[config.mk]
export PLATFORM = sky130hd
export DESIGN_NAME = mus_to_midi_event_translator
export DESIGN_NICKNAME = d
export VERILOG_FILES = /design/src/sv/mtm_pkg.sv /design/src/sv/mtm_out_q.sv /design/src/sv/mus_to_midi_event_translator.sv
export SDC_FILE = /design/constraint.sdc
export NUM_CORES = 1
export LEC_CHECK = 0
export ABC_AREA = 1
export BUFFER_PORTS_ARGS = -buffer_cell sky130_fd_sc_hd__buf_2
export CAP_MARGIN = 20
export CORE_MARGIN = 5
export CORE_UTILIZATION = 60
export DETAILED_ROUTE_END_ITERATION = 10
export GPL_TIMING_DRIVEN = 0
export PLACE_DENSITY = 0.75
export SYNTH_ARGS = -nofsm -noshare
export SYNTH_HDL_FRONTEND = slang
export SYNTH_SLANG_ARGS = --single-unit
[constraint.sdc]
create_clock -name clk -period 7 [get_ports clk]
set_clock_uncertainty 0.15 [all_clocks]
set_input_delay 1.4 -clock clk [delete_from_list [all_inputs] [get_ports clk]]
set_output_delay 1.4 -clock clk [all_outputs]
set_load 0.01 [all_outputs]
[src/sv/mtm_pkg.sv]
// Shared types, constants and mapping functions for the MUS to MIDI translator.
package mtm_pkg;

  localparam int unsigned CHAN_CNT = 16;
  localparam int unsigned CHAN_W   = 4;

  localparam logic [7:0] ST_NOTE  = 8'h90;
  localparam logic [7:0] ST_CTRL  = 8'hB0;
  localparam logic [7:0] ST_PROG  = 8'hC0;
  localparam logic [7:0] ST_BEND  = 8'hE0;

  localparam logic [7:0] VEL_RESET    = 8'd100;
  localparam logic [7:0] VOLUME_CTRL  = 8'd7;
  localparam logic [7:0] DATA_MAX     = 8'h7F;
  localparam logic [7:0] SYS_MONO_ARG = 8'd12;

  // MUS event groups, bits 6:4 of the event byte
  localparam logic [2:0] GRP_NOTE_OFF = 3'd0;
  localparam logic [2:0] GRP_NOTE_ON  = 3'd1;
  localparam logic [2:0] GRP_BEND     = 3'd2;
  localparam logic [2:0] GRP_SYSTEM   = 3'd3;
  localparam logic [2:0] GRP_CTRL     = 3'd4;
  localparam logic [2:0] GRP_END      = 3'd6;

  typedef enum logic [1:0] {
    PH_EVENT = 2'd0,
    PH_ARG   = 2'd1,
    PH_VALUE = 2'd2,
    PH_DELAY = 2'd3
  } phase_t;

  typedef struct packed {
    logic [31:0] delta_time;
    logic [7:0]  status_byte;
    logic [7:0]  data_one;
    logic [7:0]  data_two;
    logic        is_nop;
    logic        song_end;
    logic        event_valid;
  } res_t;

  // MUS channel 15 is percussion (MIDI 9); 9..14 shift up by one
  function automatic logic [CHAN_W-1:0] map_channel(input logic [7:0] ev);
    logic [CHAN_W-1:0] c;
    c = ev[CHAN_W-1:0];
    if (c == 4'd15) begin
      return 4'd9;
    end else if (c >= 4'd9) begin
      return c + 4'd1;
    end
    return c;
  endfunction

  function automatic logic [7:0] map_ctrl(input logic [7:0] idx);
    logic [7:0] r;
    case (idx)
      8'd0:    r = 8'd0;
      8'd1:    r = 8'd0;
      8'd2:    r = 8'd1;
      8'd3:    r = 8'd7;
      8'd4:    r = 8'd10;
      8'd5:    r = 8'd11;
      8'd6:    r = 8'd91;
      8'd7:    r = 8'd93;
      8'd8:    r = 8'd64;
      8'd9:    r = 8'd67;
      8'd10:   r = 8'd120;
      8'd11:   r = 8'd123;
      8'd12:   r = 8'd126;
      8'd13:   r = 8'd127;
      8'd14:   r = 8'd121;
      default: r = 8'd0;
    endcase
    return r;
  endfunction

endpackage

[src/sv/mtm_out_q.sv]
// Two-entry result queue that decouples the parser from the output stall.
module mtm_out_q (
  input  logic          clk,
  input  logic          rst_n,
  input  logic          push,
  input  mtm_pkg::res_t push_data,
  output logic          full,
  output logic          out_valid,
  input  logic          out_stall,
  output mtm_pkg::res_t out_data
);

  mtm_pkg::res_t q_r [2];
  logic [1:0]    cnt_r, cnt_nxt;
  logic          head_r, head_nxt;
  logic          tail;
  logic          pop;

  assign full      = (cnt_r == 2'd2);
  assign out_valid = (cnt_r != 2'd0);
  assign out_data  = q_r[head_r];
  assign pop       = out_valid && !out_stall;
  assign tail      = head_r ^ cnt_r[0];

  always_comb begin
    cnt_nxt  = cnt_r + {1'b0, push} - {1'b0, pop};
    head_nxt = pop ? ~head_r : head_r;
  end

  always_ff @(posedge clk) begin
    if (!rst_n) begin
      cnt_r  <= 2'd0;
      head_r <= 1'b0;
    end else begin
      cnt_r  <= cnt_nxt;
      head_r <= head_nxt;
    end
  end

  always_ff @(posedge clk) begin
    if (push) begin
      q_r[tail] <= push_data;
    end
  end

endmodule

[src/sv/mus_to_midi_event_translator.sv]
// Top level: MUS score byte parser with per-channel velocity memory.
//
//  channel  | ports                                   | handshake
//  ---------+-----------------------------------------+----------------
//  input    | in_score_byte, in_restart               | in_valid/in_stall
//  result   | out_delta_time .. out_event_valid       | out_valid/out_stall
//  config   | cfg_wr_data                             | cfg_wr_en
//
// One byte per cycle while in_stall is low; each result is pushed into the
// two-entry result queue as the byte that completes its event transfers.
// The velocity memory is read when the event byte transfers, so its data
// is ready for the argument byte. Synchronous reset marks every velocity
// entry as holding the default. in_stall rises only when the queue is full.
module mus_to_midi_event_translator (
  input  logic        clk,
  input  logic        rst_n,
  input  logic        in_valid,
  output logic        in_stall,
  input  logic [7:0]  in_score_byte,
  input  logic        in_restart,
  output logic        out_valid,
  input  logic        out_stall,
  output logic [31:0] out_delta_time,
  output logic [7:0]  out_status_byte,
  output logic [7:0]  out_data_one,
  output logic [7:0]  out_data_two,
  output logic        out_is_nop,
  output logic        out_song_end,
  output logic        out_event_valid,
  input  logic        cfg_wr_en,
  input  logic [3:0]  cfg_wr_data
);

  localparam int unsigned CW = mtm_pkg::CHAN_W;

  mtm_pkg::phase_t phase_r, phase_nxt, phase_eff;
  logic [7:0]      held_ev_r, held_ev_nxt;
  logic [7:0]      held_arg_r, held_arg_nxt;
  logic [31:0]     pend_r, pend_nxt, pend_eff;
  logic            ended_r, ended_nxt, ended_eff;
  logic [3:0]      num_ch_r;

  // velocity memory with per-entry valid bits
  logic [7:0]          vel_mem [mtm_pkg::CHAN_CNT];
  logic [CW-1:0]       vel_raddr, vel_waddr;
  logic                vel_rd, vel_wr;
  logic [7:0]          vel_rdata_r;
  logic                vel_rvld_r;
  logic [mtm_pkg::CHAN_CNT-1:0] vel_vld_r;
  logic [7:0]          vel_cur;

  logic          acc, work;
  logic          do_emit, do_finish, go_value, go_delay_done;
  logic [CW-1:0] ch;
  logic [2:0]    grp;
  logic [7:0]    st_byte, d_one, d_two, ctl;
  mtm_pkg::res_t res;
  mtm_pkg::res_t q_out;
  logic          q_full;

  assign acc       = in_valid && !in_stall;
  assign in_stall  = q_full;
  assign phase_eff = in_restart ? mtm_pkg::PH_EVENT : phase_r;
  assign pend_eff  = in_restart ? 32'd0 : pend_r;
  assign ended_eff = in_restart ? 1'b0 : ended_r;
  assign work      = acc && !ended_eff;
  assign ch        = mtm_pkg::map_channel(held_ev_r);
  assign grp       = held_ev_r[6:4];
  assign vel_cur   = vel_rvld_r ? vel_rdata_r : mtm_pkg::VEL_RESET;
  assign ctl       = mtm_pkg::map_ctrl(held_arg_r);

  // event decode
  always_comb begin
    do_emit       = 1'b0;
    do_finish     = 1'b0;
    go_value      = 1'b0;
    go_delay_done = 1'b0;
    st_byte       = 8'd0;
    d_one         = 8'd0;
    d_two         = 8'd0;
    vel_rd        = 1'b0;
    vel_wr        = 1'b0;
    vel_raddr     = mtm_pkg::map_channel(in_score_byte);
    vel_waddr     = ch;
    held_ev_nxt   = held_ev_r;
    held_arg_nxt  = held_arg_r;
    pend_nxt      = pend_eff;
    if (work) begin
      case (phase_eff)
        mtm_pkg::PH_EVENT: begin
          held_ev_nxt = in_score_byte;
          vel_rd      = 1'b1;
          do_finish   = (in_score_byte[6:4] == mtm_pkg::GRP_END);
        end
        mtm_pkg::PH_ARG: begin
          held_arg_nxt = in_score_byte;
          case (grp)
            mtm_pkg::GRP_NOTE_OFF: begin
              do_emit = 1'b1;
              st_byte = mtm_pkg::ST_NOTE | {4'd0, ch};
              d_one   = in_score_byte;
            end
            mtm_pkg::GRP_NOTE_ON: begin
              if (in_score_byte[7]) begin
                go_value = 1'b1;
              end else begin
                do_emit = 1'b1;
                st_byte = mtm_pkg::ST_NOTE | {4'd0, ch};
                d_one   = {1'b0, in_score_byte[6:0]};
                d_two   = vel_cur;
              end
            end
            mtm_pkg::GRP_BEND: begin
              do_emit = 1'b1;
              st_byte = mtm_pkg::ST_BEND | {4'd0, ch};
              d_one   = {1'b0, in_score_byte[0], 6'd0};
              d_two   = {1'b0, in_score_byte[7:1]};
            end
            mtm_pkg::GRP_SYSTEM: begin
              do_emit = 1'b1;
              st_byte = mtm_pkg::ST_CTRL | {4'd0, ch};
              d_one   = mtm_pkg::map_ctrl(in_score_byte);
              d_two   = (in_score_byte == mtm_pkg::SYS_MONO_ARG) ? {4'd0, num_ch_r} : 8'd0;
            end
            mtm_pkg::GRP_CTRL: begin
              go_value = 1'b1;
            end
            default: begin
              do_finish = 1'b1;
            end
          endcase
        end
        mtm_pkg::PH_VALUE: begin
          do_emit = 1'b1;
          if (grp == mtm_pkg::GRP_NOTE_ON) begin
            vel_wr  = 1'b1;
            st_byte = mtm_pkg::ST_NOTE | {4'd0, ch};
            d_one   = {1'b0, held_arg_r[6:0]};
            d_two   = in_score_byte;
          end else if (held_arg_r == 8'd0) begin
            st_byte = mtm_pkg::ST_PROG | {4'd0, ch};
            d_one   = in_score_byte;
          end else begin
            st_byte = mtm_pkg::ST_CTRL | {4'd0, ch};
            d_one   = ctl;
            d_two   = (ctl == mtm_pkg::VOLUME_CTRL && in_score_byte > mtm_pkg::DATA_MAX) ?
                      mtm_pkg::DATA_MAX : in_score_byte;
          end
        end
        mtm_pkg::PH_DELAY: begin
          pend_nxt      = {pend_eff[24:0], in_score_byte[6:0]};
          go_delay_done = !in_score_byte[7];
        end
        default: begin
          do_finish = 1'b0;
        end
      endcase
      if (do_emit || do_finish) begin
        pend_nxt = 32'd0;
      end
    end
  end

  // parse phase and end flag
  always_comb begin
    phase_nxt = phase_r;
    ended_nxt = ended_r;
    if (acc) begin
      phase_nxt = phase_eff;
      ended_nxt = ended_eff;
      if (work) begin
        if (do_finish) begin
          phase_nxt = mtm_pkg::PH_EVENT;
          ended_nxt = 1'b1;
        end else if (do_emit) begin
          phase_nxt = held_ev_r[7] ? mtm_pkg::PH_DELAY : mtm_pkg::PH_EVENT;
        end else if (go_value) begin
          phase_nxt = mtm_pkg::PH_VALUE;
        end else if (phase_eff == mtm_pkg::PH_EVENT) begin
          phase_nxt = mtm_pkg::PH_ARG;
        end else if (go_delay_done) begin
          phase_nxt = mtm_pkg::PH_EVENT;
        end
      end
    end
  end

  // result payload
  always_comb begin
    res.delta_time  = pend_eff;
    res.status_byte = st_byte;
    res.data_one    = d_one;
    res.data_two    = d_two;
    res.is_nop      = do_finish && (pend_eff != 32'd0);
    res.song_end    = do_finish;
    res.event_valid = do_emit || (pend_eff != 32'd0);
  end

  always_ff @(posedge clk) begin
    if (!rst_n) begin
      phase_r    <= mtm_pkg::PH_EVENT;
      held_ev_r  <= 8'd0;
      held_arg_r <= 8'd0;
      pend_r     <= 32'd0;
      ended_r    <= 1'b0;
      num_ch_r   <= 4'd0;
      vel_vld_r  <= '0;
    end else begin
      phase_r    <= phase_nxt;
      held_ev_r  <= held_ev_nxt;
      held_arg_r <= held_arg_nxt;
      pend_r     <= acc ? pend_nxt : pend_r;
      ended_r    <= ended_nxt;
      if (cfg_wr_en) begin
        num_ch_r <= cfg_wr_data;
      end
      if (vel_wr) begin
        vel_vld_r[vel_waddr] <= 1'b1;
      end
    end
  end

  // velocity memory: write in the value phase, read at the event byte
  always_ff @(posedge clk) begin
    if (vel_wr) begin
      vel_mem[vel_waddr] <= in_score_byte;
    end
    if (vel_rd) begin
      vel_rdata_r <= vel_mem[vel_raddr];
      vel_rvld_r  <= vel_vld_r[vel_raddr];
    end
  end

  mtm_out_q u_out_q (
    .clk       (clk),
    .rst_n     (rst_n),
    .push      (do_emit || do_finish),
    .push_data (res),
    .full      (q_full),
    .out_valid (out_valid),
    .out_stall (out_stall),
    .out_data  (q_out)
  );

  assign out_delta_time  = q_out.delta_time;
  assign out_status_byte = q_out.status_byte;
  assign out_data_one    = q_out.data_one;
  assign out_data_two    = q_out.data_two;
  assign out_is_nop      = q_out.is_nop;
  assign out_song_end    = q_out.song_end;
  assign out_event_valid = q_out.event_valid;

endmodule
==> results of run 1 <==
[worst min-delay path: stages (launching register included)]
cell and delay [ns]:
dfxtp_1 0.30, inv_1 0.06, a21oi_1 0.06
[worst paths after layout]
path                     from                  to  cells past startpoint
max          in_score_byte[1]      vel_rdata_r[2]                     15
min              vel_vld_r[7]        vel_vld_r[7]                      2
max reg2reg        phase_r[0]  u_out_q.q_r[0][49]                     11
min reg2reg      vel_vld_r[7]        vel_vld_r[7]                      2
[synth_stat cells (5+ instances only)]
master and count:
a21oi_1 118, buf_1 5, buf_2 24, buf_4 12, clkbuf_1 32, dfxtp_1 82
edfxtp_1 255, ha_1 19, inv_1 254, inv_2 8, mux2_2 59, nand2_1 360
nand3_1 206, nand4_1 9, nor2_1 102, nor2_2 5, nor4_1 8, o21ai_0 75
o21ai_2 5
[kinds of logic after synthesis]
group	after synthesis	share of synthesized area, %
AND/OR/NAND/NOR	709	19.44
buffers and inverters	337	8.480
flip-flops	337	58.84
AO/OA/AOI/OAI	217	7.419
multiplexers	59	4.204
adder cells (fa/ha/maj)	19	1.504
XOR/XNOR	2	0.1109
[metal layers]
metal	vias to the layer above	routed length (um)
met5	-	0
met4	0	1154
met3	83	3378
met2	565	18620
met1	5672	16150
li1	5812	-
[state kept, by name (all words and copies together), names as in the netlist, named ones only]
name            count
vel_rvld_r          1
u_out_q.q_r       118
ended_r             1
u_out_q.cnt_r       2
u_out_q.head_r      1
pend_r             32
num_ch_r            4
vel_rdata_r         8
phase_r             2
held_arg_r          8
vel_vld_r          16
held_ev_r           8
vel_mem           128
[area by class of cell]
cell class,instances,area [sq um]
tap,335,419.2
fill,2031,8162
inverter,264,991.0
sequential,337,9299
multi-input combinational,1006,5179
clock inverter,20,206.4
buffer,73,349.1
clock buffer,42,954.7
timing repair buffer,79,425.4
[through the flow]
stage                     setup slack, ns  TNS, ns  std cells
after floorplan                    0.9303        0       1680
after global placement            -0.6869   -80.05       2092
after detailed placement            1.911        0       2094
after CTS                           2.468        0       2156
after global routing                2.201        0       2156
final                               2.402        0       2156
[power by group through the flow]
stage          logic [mW]  registers, mW  clock network [mW]
2_1_floorplan       0.724           2.36                   0
3_3_place_gp         1.03           2.37                   0
3_5_place_dp         1.06           2.38                   0
4_1_cts              1.07           2.33                1.90
5_1_grt              1.19           2.35                1.99
6_report             1.07           2.34                1.88
==> flow_summary.ini, run 1 <==
[floorplan]
rows = 59
die-area_sq_mm = 0.02968
boundaryPins = 79
coreArea_sq_mm = 0.02598
start_util_pct = 60.81
die_w_um = 172.3
die_y_um = 172.3

[power]
clockPowerShare_pct = 35.5
switching_share_pct = 28.92
total_power_mw = 5.286
intPower_mw = 3.758
seq_power_share_pct = 44.2
p_leak_nw = 7.391
power.switching_mw = 1.529
power_density_mw_per_mm2 = 296.6
pwr-share-comb_pct = 20.3
irDropWorstVdd_mv = 0.2339

[clock_tree]
clkTransAtPathRegs_ns = 0.07
clock_path_buffers = 3
clock_latency_ns = 0.51
cts-hold-fix-buffers = 0
h-tree-depth = 2
postCtsSetupRepairBufs = 0
cts_num_sinks = 337
cts_buffers = 35
cts_tree = done
cts_resized = 0
cts_root_buffer = clkbuf_16

[synth]
netlist_instances = 1680
synth.net_count = 1717
synthFlopType = edfxtp_1
async_reset_ff_share_pct = 0
yosys_register_bits = 337
yosysTopAreaCell = edfxtp_1
synth-seq-area-share_pct = 58.84
yosysWarnings = 0
netlist.area_leader.share_pct = 48.46
synth_area_leaders = edfxtp_1 48%, dfxtp_1 10%, nand2_1 8.6%, nand3_1 6.5%, inv_1 6.0%
avgSynthCellArea_sq_um = 9.406
synth_area_sq_mm = 0.01580
netlist-cell-type-count = 42
synth_edf_count = 255

[global_route]
grt_max_degree = 34
gr-usage-met1_pct = 37.01
grt_use_met3_pct = 4.435
grt-busiest-layer = met2
grt_pass1_wl_mm = 61.60
grt_use_met2_pct = 42.99
overflow = 0
track_usage_pct = 26.51
antenna_found_initial = 0
grt_pass1_vias = 11430

[worst_setup_path]
end_kind = register
startpoint_type = primary input
arrival_ns = 4.69
worstPathMaxFanout = 19
cp_slowest_cell = clkbuf_1
r2r_slack_ns = 3.30
path_cells = buf_2 > clkbuf_1 > inv_1 > ha_1 > inv_1 > nand2_1 > nand2_1 > nand3_1 > nand2_2 > buf_4 > nand2_1 > nand3_1 > nand3_1 > nand3_1 > nand2_1
required_ns = 7.09
cp_top_family = simple AND/OR/NAND/NOR gates
path_buf_inv = 5
slowest_delay_ns = 0.45
critical_path_class = primary input to register

[layout]
final_util_pct = 68.59
design_area_sq_mm = 0.01782
antennaDiodeCount = 0
final_common_cell = nand2_1
syn_to_final_growth_pct = 12.79
fin_nets = 1833
final_cell_mix = 360 x nand2_1, 255 x edfxtp_1, 254 x inv_1
drive_above_1_share_pct = 14.55

[sta]
max_freq_mhz = 217.5
slew_headroom_pct = 33.67
whs_ns = 0.3096
rsz0062_at_grt = no
worst_pin_slew_ns = 0.9913
hold_viol = 0
final_max_slew_viol_count = 0
setup_viol = 0
fin_crit_sh_pct = 65.68
period_needed_ns = 4.598

[status]
status = finished, final reports clean

[route]
antenna_left = 0
wl_per_cell_um = 18.23
num_vias = 12130
drtIter0Drc = 1360
via_per_inst = 5.627
drc = 0
first_pass_iters = 5
routed_wl_mm = 39.30

[placed_design]
place_hpwl_mm = 26.92
gp_congestion = 0.9630
placed_area_sq_mm = 0.01666
port_buffers = 77

[job]
maxCapViolCount = 0

[min_path]
hold_path_class = register to register
Power figures use the tool's default switching activity.
==> inputs of run 2 (changes only) <==
Settings changed: ABC_AREA 1 to 0.
Clock period 7 ns to 4.8 ns, I/O delays scaled along.
==> run 2 against run 1 <==
Non-clock buffer count did not move. Routed wire length fell by 14%. Worst hold slack improved by 0.0075 ns.
==> flow_summary.ini, run 2 <==
[status]
status = finished, final reports clean

[power]
irDropWorstVdd_mv = 0.4268
power_density_mw_per_mm2 = 420.1
total_power_mw = 7.101
p_leak_nw = 5.915

[clock_tree]
cts_buffers = 35
cts_num_sinks = 337
postCtsSetupRepairBufs = 0
cts_tree = done
h-tree-depth = 2
clkTransAtPathRegs_ns = 0.06
clock_path_buffers = 3
cts-hold-fix-buffers = 0
cts_root_buffer = clkbuf_16
clock_latency_ns = 0.50
cts_resized = 0

[worst_setup_path]
startpoint_type = primary input
end_kind = register
arrival_ns = 4.38
cp_slowest_cell = clkbuf_1
worstPathMaxFanout = 25
required_ns = 4.88
rr_startpoint = phase_r[0]
critical_path_class = primary input to register
slowest_delay_ns = 0.53
worst_r2r_endpoint = u_out_q.q_r[0][3]
r2r_slack_ns = 1.17
path_cells = buf_2 > clkbuf_1 > inv_1 > ha_1 > nand2b_4 > o21ai_4 > mux2i_1 > buf_6 > buf_2 > mux2i_1 > o22ai_1 > or4_1
rr_worst_depth = 10

[layout]
fin_nets = 1325
top_regs = vel_mem (128), u_out_q.q_r (118), pend_r (32)
syn_to_final_growth_pct = 13.71
largest_register_ffs = 128
fillerInstances = 1766
final_cell_mix = 255 x edfxtp_1, 120 x mux2i_1, 89 x a21oi_1
final_common_cell = edfxtp_1
design_area_sq_mm = 0.01690
drive_above_1_share_pct = 16.89
top_register = vel_mem
antennaDiodeCount = 0
finalNonFillerCells = 1638

[synth]
netlist_instances = 1169
netlist-cell-type-count = 58
synthFlopType = edfxtp_1
synth_edf_count = 255
synth_commonest_cells = 255 x edfxtp_1, 120 x mux2i_1, 89 x a21oi_1
yosysTopAreaCell = edfxtp_1
yosysWarnings = 0
synth.net_count = 1206
yosys_register_bits = 337
avgSynthCellArea_sq_um = 12.72
synth_most_common_cell = edfxtp_1
synth-seq-area-share_pct = 62.55
async_reset_ff_share_pct = 0
synth_area_leaders = edfxtp_1 52%, dfxtp_1 11%, mux2i_1 8.1%, mux2_2 4.7%, a21oi_1 3.0%
synth_area_sq_mm = 0.01487
netlist.area_leader.share_pct = 51.51

[min_path]
hold_path_class = register to register
whs_path_depth = 1
hp-start = vel_vld_r[6]
whs_endpoint = vel_vld_r[6]

[global_route]
track_usage_pct = 23.69
overflow = 0
grt_max_degree = 34
grt_pass1_vias = 9706
grt_pass1_wl_mm = 53.17
antenna_found_initial = 1

[route]
drtIter0Drc = 877
wl_per_cell_um = 20.59
via_per_inst = 6.002
antenna_left = 0
first_pass_iters = 7
num_vias = 9832
drc = 0
routed_wl_mm = 33.73

[placed_design]
port_buffers = 76
place_hpwl_mm = 22.54
gp_congestion = 0.8902
placed_area_sq_mm = 0.01573
place_inst = 1575

[floorplan]
boundaryPins = 79
die-area_sq_mm = 0.02802
die_w_um = 167.4
rows = 57
coreArea_sq_mm = 0.02439
start_util_pct = 60.95
die_y_um = 167.4

[sta]
period_needed_ns = 4.299
final_max_slew_viol_count = 0
max_freq_mhz = 232.6
slew_headroom_pct = 28.53
fin_crit_sh_pct = 89.56
setup_viol = 0
worst_pin_slew_ns = 1.070
fin_tns_setup_ns = 0
rsz0062_at_grt = no
hold_viol = 0

[job]
maxCapViolCount = 0
==> run 2: cell types whose count changed after synthesis, moves of 29 or more <==
cell,previous run,this run
o22ai_1,3,39
nor2b_1,0,45
nand2_1,360,66
inv_1,254,18
mux2i_1,0,120
nor2_1,102,72
nand3_1,206,10
a21oi_1,118,89
==> run 2: final cells by class <==
| cell class | count | area [sq um] | share of cell area, % |
|---|---|---|---|
| multi-input combinational | 743 | 5172 | 30.60 |
| tap | 324 | 405.4 | 2.398 |
| clock buffer | 45 | 975.9 | 5.774 |
| clock inverter | 18 | 196.4 | 1.162 |
| buffer | 70 | 337.8 | 1.999 |
| timing repair buffer | 82 | 445.4 | 2.635 |
| sequential | 337 | 9299 | 55.01 |
| inverter | 19 | 71.32 | 0.4219 |
==> run 2: logic make-up (layout without fill, tap and decap cells) <==
| group | count (synthesis) | after routing | synth area share [%] |
|---|---|---|---|
| AOI/OAI and AO/OA | 265 | 265 | 10.77 |
| xor gates and xnor gates | 6 | 6 | 0.3535 |
| adders and majority gates | 19 | 19 | 1.599 |
| buffers and inverters | 89 | 234 | 2.752 |
| DFF | 337 | 337 | 62.55 |
| muxes | 182 | 182 | 12.78 |
| and+or+nand+nor | 271 | 271 | 9.200 |
==> run 2: worst max-delay path by stage <==
stage | from | to | cells past startpoint | slack, ns
CTS | in_score_byte[1] | vel_rdata_r[7] | 12 | 0.54
detailed placement | in_score_byte[1] | vel_rdata_r[7] | 12 | 0.04
finish | in_score_byte[1] | vel_rdata_r[7] | 12 | 0.50
floorplan | in_restart | u_out_q.q_r[1][0] | 10 | 0.26
global route | in_score_byte[1] | vel_rvld_r | 12 | 0.35
global placement | in_restart | u_out_q.q_r[1][11] | 10 | -1.12
==> run 2: layer usage <==
| layer | track usage, % | share of wire [%] | vias to the layer above |
|---|---|---|---|
| met5 | 0 | 0.021 | - |
| met4 | 7.763 | 3.0 | 2 |
| met3 | 4.243 | 6.8 | 76 |
| met2 | 39.19 | 48 | 377 |
| met1 | 32.11 | 42 | 4759 |
| li1 | - | - | 4618 |
==> run 2: stage by stage <==
| stage | hold slack, ns | util, % | setup WS, ns |
|---|---|---|---|
| 6_report | 0.3171 | 69.30 | 0.5011 |
| 5_1_grt | 0.3297 | 69.30 | 0.3463 |
| 4_1_cts | 0.3191 | 69.30 | 0.5402 |
| 3_5_place_dp | 0.3055 | 64.50 | 0.04299 |
| 3_3_place_gp | 0.2966 | 64.19 | -1.123 |
| 2_1_floorplan | 0.2900 | - | 0.2582 |
==> run 2: where the power goes <==
part           switching [mW]  leakage (nW)  internal [mW]
sequential             0.0599          2.99           3.26
combinational           0.637          2.36          0.421
clock                    1.07         0.570           1.66
total                    1.77          5.91           5.33
==> run 2: worst max-delay path, delay by kind of cell <==
kind | cells | cell delay (ns)
fa+ha+maj | 1 | 0.24
simple gates | 2 | 0.65
mux | 2 | 0.48
compound gates | 2 | 0.35
buf+inv | 5 | 1.70
==> inputs of run 3 (changes only) <==
Settings changed: CORE_MARGIN 5 to 1.5, CORE_UTILIZATION 60 to 30, PLACE_DENSITY 0.75 to 0.42.
==> run 3 against run 2 <==
Via count down 2.1%. Total power rose by 5.3%. Die area increased by 82%. Combinational power up 5%. Sequential cell count did not move. First-iteration DRC count is 40% lower. Core utilization shrank 33 points. Cell area increased by 3.7%. Maximum frequency grew 0.97%. Critical endpoint is now vel_rvld_r. Largest cell class unchanged.
==> flow_summary.ini, run 3 (same netlist as run 2, synthesis figures left out) <==
[status]
status = finished, final reports clean

[clock_tree]
cts_root_buffer = clkbuf_16
h-tree-depth = 2
cts_num_sinks = 337
clock_path_buffers = 3
clock_latency_ns = 0.58
cts_resized = 0
clkTransAtPathRegs_ns = 0.05
cts-hold-fix-buffers = 0
cts_buffers = 41
postCtsSetupRepairBufs = 0
cts_tree = done

[floorplan]
die-area_sq_mm = 0.05090
boundaryPins = 79
start_util_pct = 30.37
rows = 81
coreArea_sq_mm = 0.04895
die_w_um = 225.6
die_y_um = 225.6

[worst_setup_path]
rr_worst_depth = 11
worst_r2r_endpoint = u_out_q.q_r[0][10]
end_kind = register
critical_path_class = primary input to register
slowest_delay_ns = 0.49
worstPathMaxFanout = 25
required_ns = 4.93
cp_top_family = buffers and inverters
cp_slowest_cell = clkbuf_1
rr_startpoint = phase_r[0]
arrival_ns = 4.39
startpoint_type = primary input
path_buf_inv = 5
r2r_slack_ns = 1.26
path_cells = buf_2 > clkbuf_1 > inv_1 > ha_1 > nand2b_4 > o21ai_4 > mux2i_1 > buf_6 > buf_2 > mux2i_1 > o22ai_1 > or4_1

[sta]
setup_viol = 0
final_max_slew_viol_count = 0
hold_viol = 0
rsz0062_at_grt = no
slew_headroom_pct = 38.30
fin_crit_sh_pct = 88.70
worst_pin_slew_ns = 0.9178
max_freq_mhz = 234.9
layout_setup_ws_ns = 0.5425
period_needed_ns = 4.257

[layout]
syn_to_final_growth_pct = 17.91
largest_register_ffs = 128
antennaDiodeCount = 0
drive_above_1_share_pct = 17.47
design_area_sq_mm = 0.01753
final_util_pct = 35.81
final_common_cell = edfxtp_1
finalNonFillerCells = 1992
top_register = vel_mem
final_cell_mix = 255 x edfxtp_1, 120 x mux2i_1, 89 x a21oi_1
fin_nets = 1332
top_regs = vel_mem (128), u_out_q.q_r (118), pend_r (32)

[global_route]
grt_use_met3_pct = 3.318
grt_max_degree = 26
grt_use_met2_pct = 25.52
overflow = 0
grt_pass1_vias = 9698
grt-busiest-layer = met2
gr-usage-met1_pct = 21.23
antenna_found_initial = 0
grt_pass1_wl_mm = 60.28
track_usage_pct = 15.90

[power]
power_density_mw_per_mm2 = 426.7
p_leak_nw = 5.985
clockPowerShare_pct = 40.9
switching_share_pct = 26.54
irDropWorstVdd_mv = 0.2708
power.switching_mw = 1.985
total_power_mw = 7.479
pwr-share-comb_pct = 14.8
intPower_mw = 5.494
seq_power_share_pct = 44.3

[route]
num_vias = 9628
wl_per_cell_um = 20.03
antenna_left = 0
drc = 0
drtIter0Drc = 530
routed_wl_mm = 39.89
first_pass_iters = 5
via_per_inst = 4.833

[placed_design]
gp_congestion = 0.8171
place_inst = 1915
place_hpwl_mm = 27.37
port_buffers = 76
dp_slack_ns = -0.1062
placed_area_sq_mm = 0.01619

[min_path]
whs_path_depth = 1
hold_path_class = register to register
hp-start = vel_vld_r[3]
whs_endpoint = vel_vld_r[3]

[job]
maxCapViolCount = 0
run 3: changes by cell type in the layout (fill, tap and decap cells not counted), moves of 2 or more:
| cell | change |
|---|---|
| clkinv_2 | -2 |
| clkbuf_8 | +2 |
| clkinvlp_4 | +3 |
| nor3_1 | -2 |
| buf_12 | +2 |
| clkbuf_1 | +5 |
| clkinv_8 | +2 |
| buf_4 | -2 |
| clkbuf_16 | +4 |
| nor3_2 | +2 |
run 3: power groups by stage:
stage          combinational (mW)  sequential (mW)  clock, mW
2_1_floorplan               0.711             3.36          0
3_3_place_gp                 1.11             3.38          0
3_5_place_dp                 1.13             3.38          0
4_1_cts                      1.13             3.32       3.14
5_1_grt                      1.21             3.33       3.26
6_report                     1.11             3.32       3.06
run 3: per-stage QoR:
| stage | hold WS (ns) | TNS, ns |
|---|---|---|
| after floorplan | 0.2900 | 0 |
| after global placement | 0.2969 | -177.34 |
| after detailed placement | 0.3022 | -0.3208 |
| after CTS | 0.3146 | 0 |
| after global routing | 0.3234 | 0 |
| final | 0.3114 | 0 |
run 3: worst max-delay path by stage:
stage | depth (start not counted) | slack (ns) | to | start
final | 12 | 0.54 | vel_rvld_r | in_score_byte[1]
after global routing | 12 | 0.30 | vel_rvld_r | in_score_byte[1]
after CTS | 5 | 0.46 | out_delta_time[23] | register
after global placement | 10 | -1.55 | u_out_q.q_r[1][27] | in_restart
after detailed placement | 12 | -0.11 | vel_rvld_r | in_score_byte[1]
after floorplan | 10 | 0.26 | u_out_q.q_r[1][0] | in_restart
run 3: final cells by class:
type                            instances  area, sq um
Timing Repair Buffer                   83        478.0
Inverter                               19        71.32
Buffer                                 70        337.8
Tap cell                              664        830.8
Clock inverter                         20        206.4
Sequential cell                       337         9299
Clock buffer                           56         1122
Fill cell                            4814        31420
Multi-Input combinational cell        743         5182
run 3: routing by layer:
metal	share of wire, %	wire [um]
met1	47	18720
met2	46	18300
met3	4.4	1758
met4	2.8	1118
met5	0	0
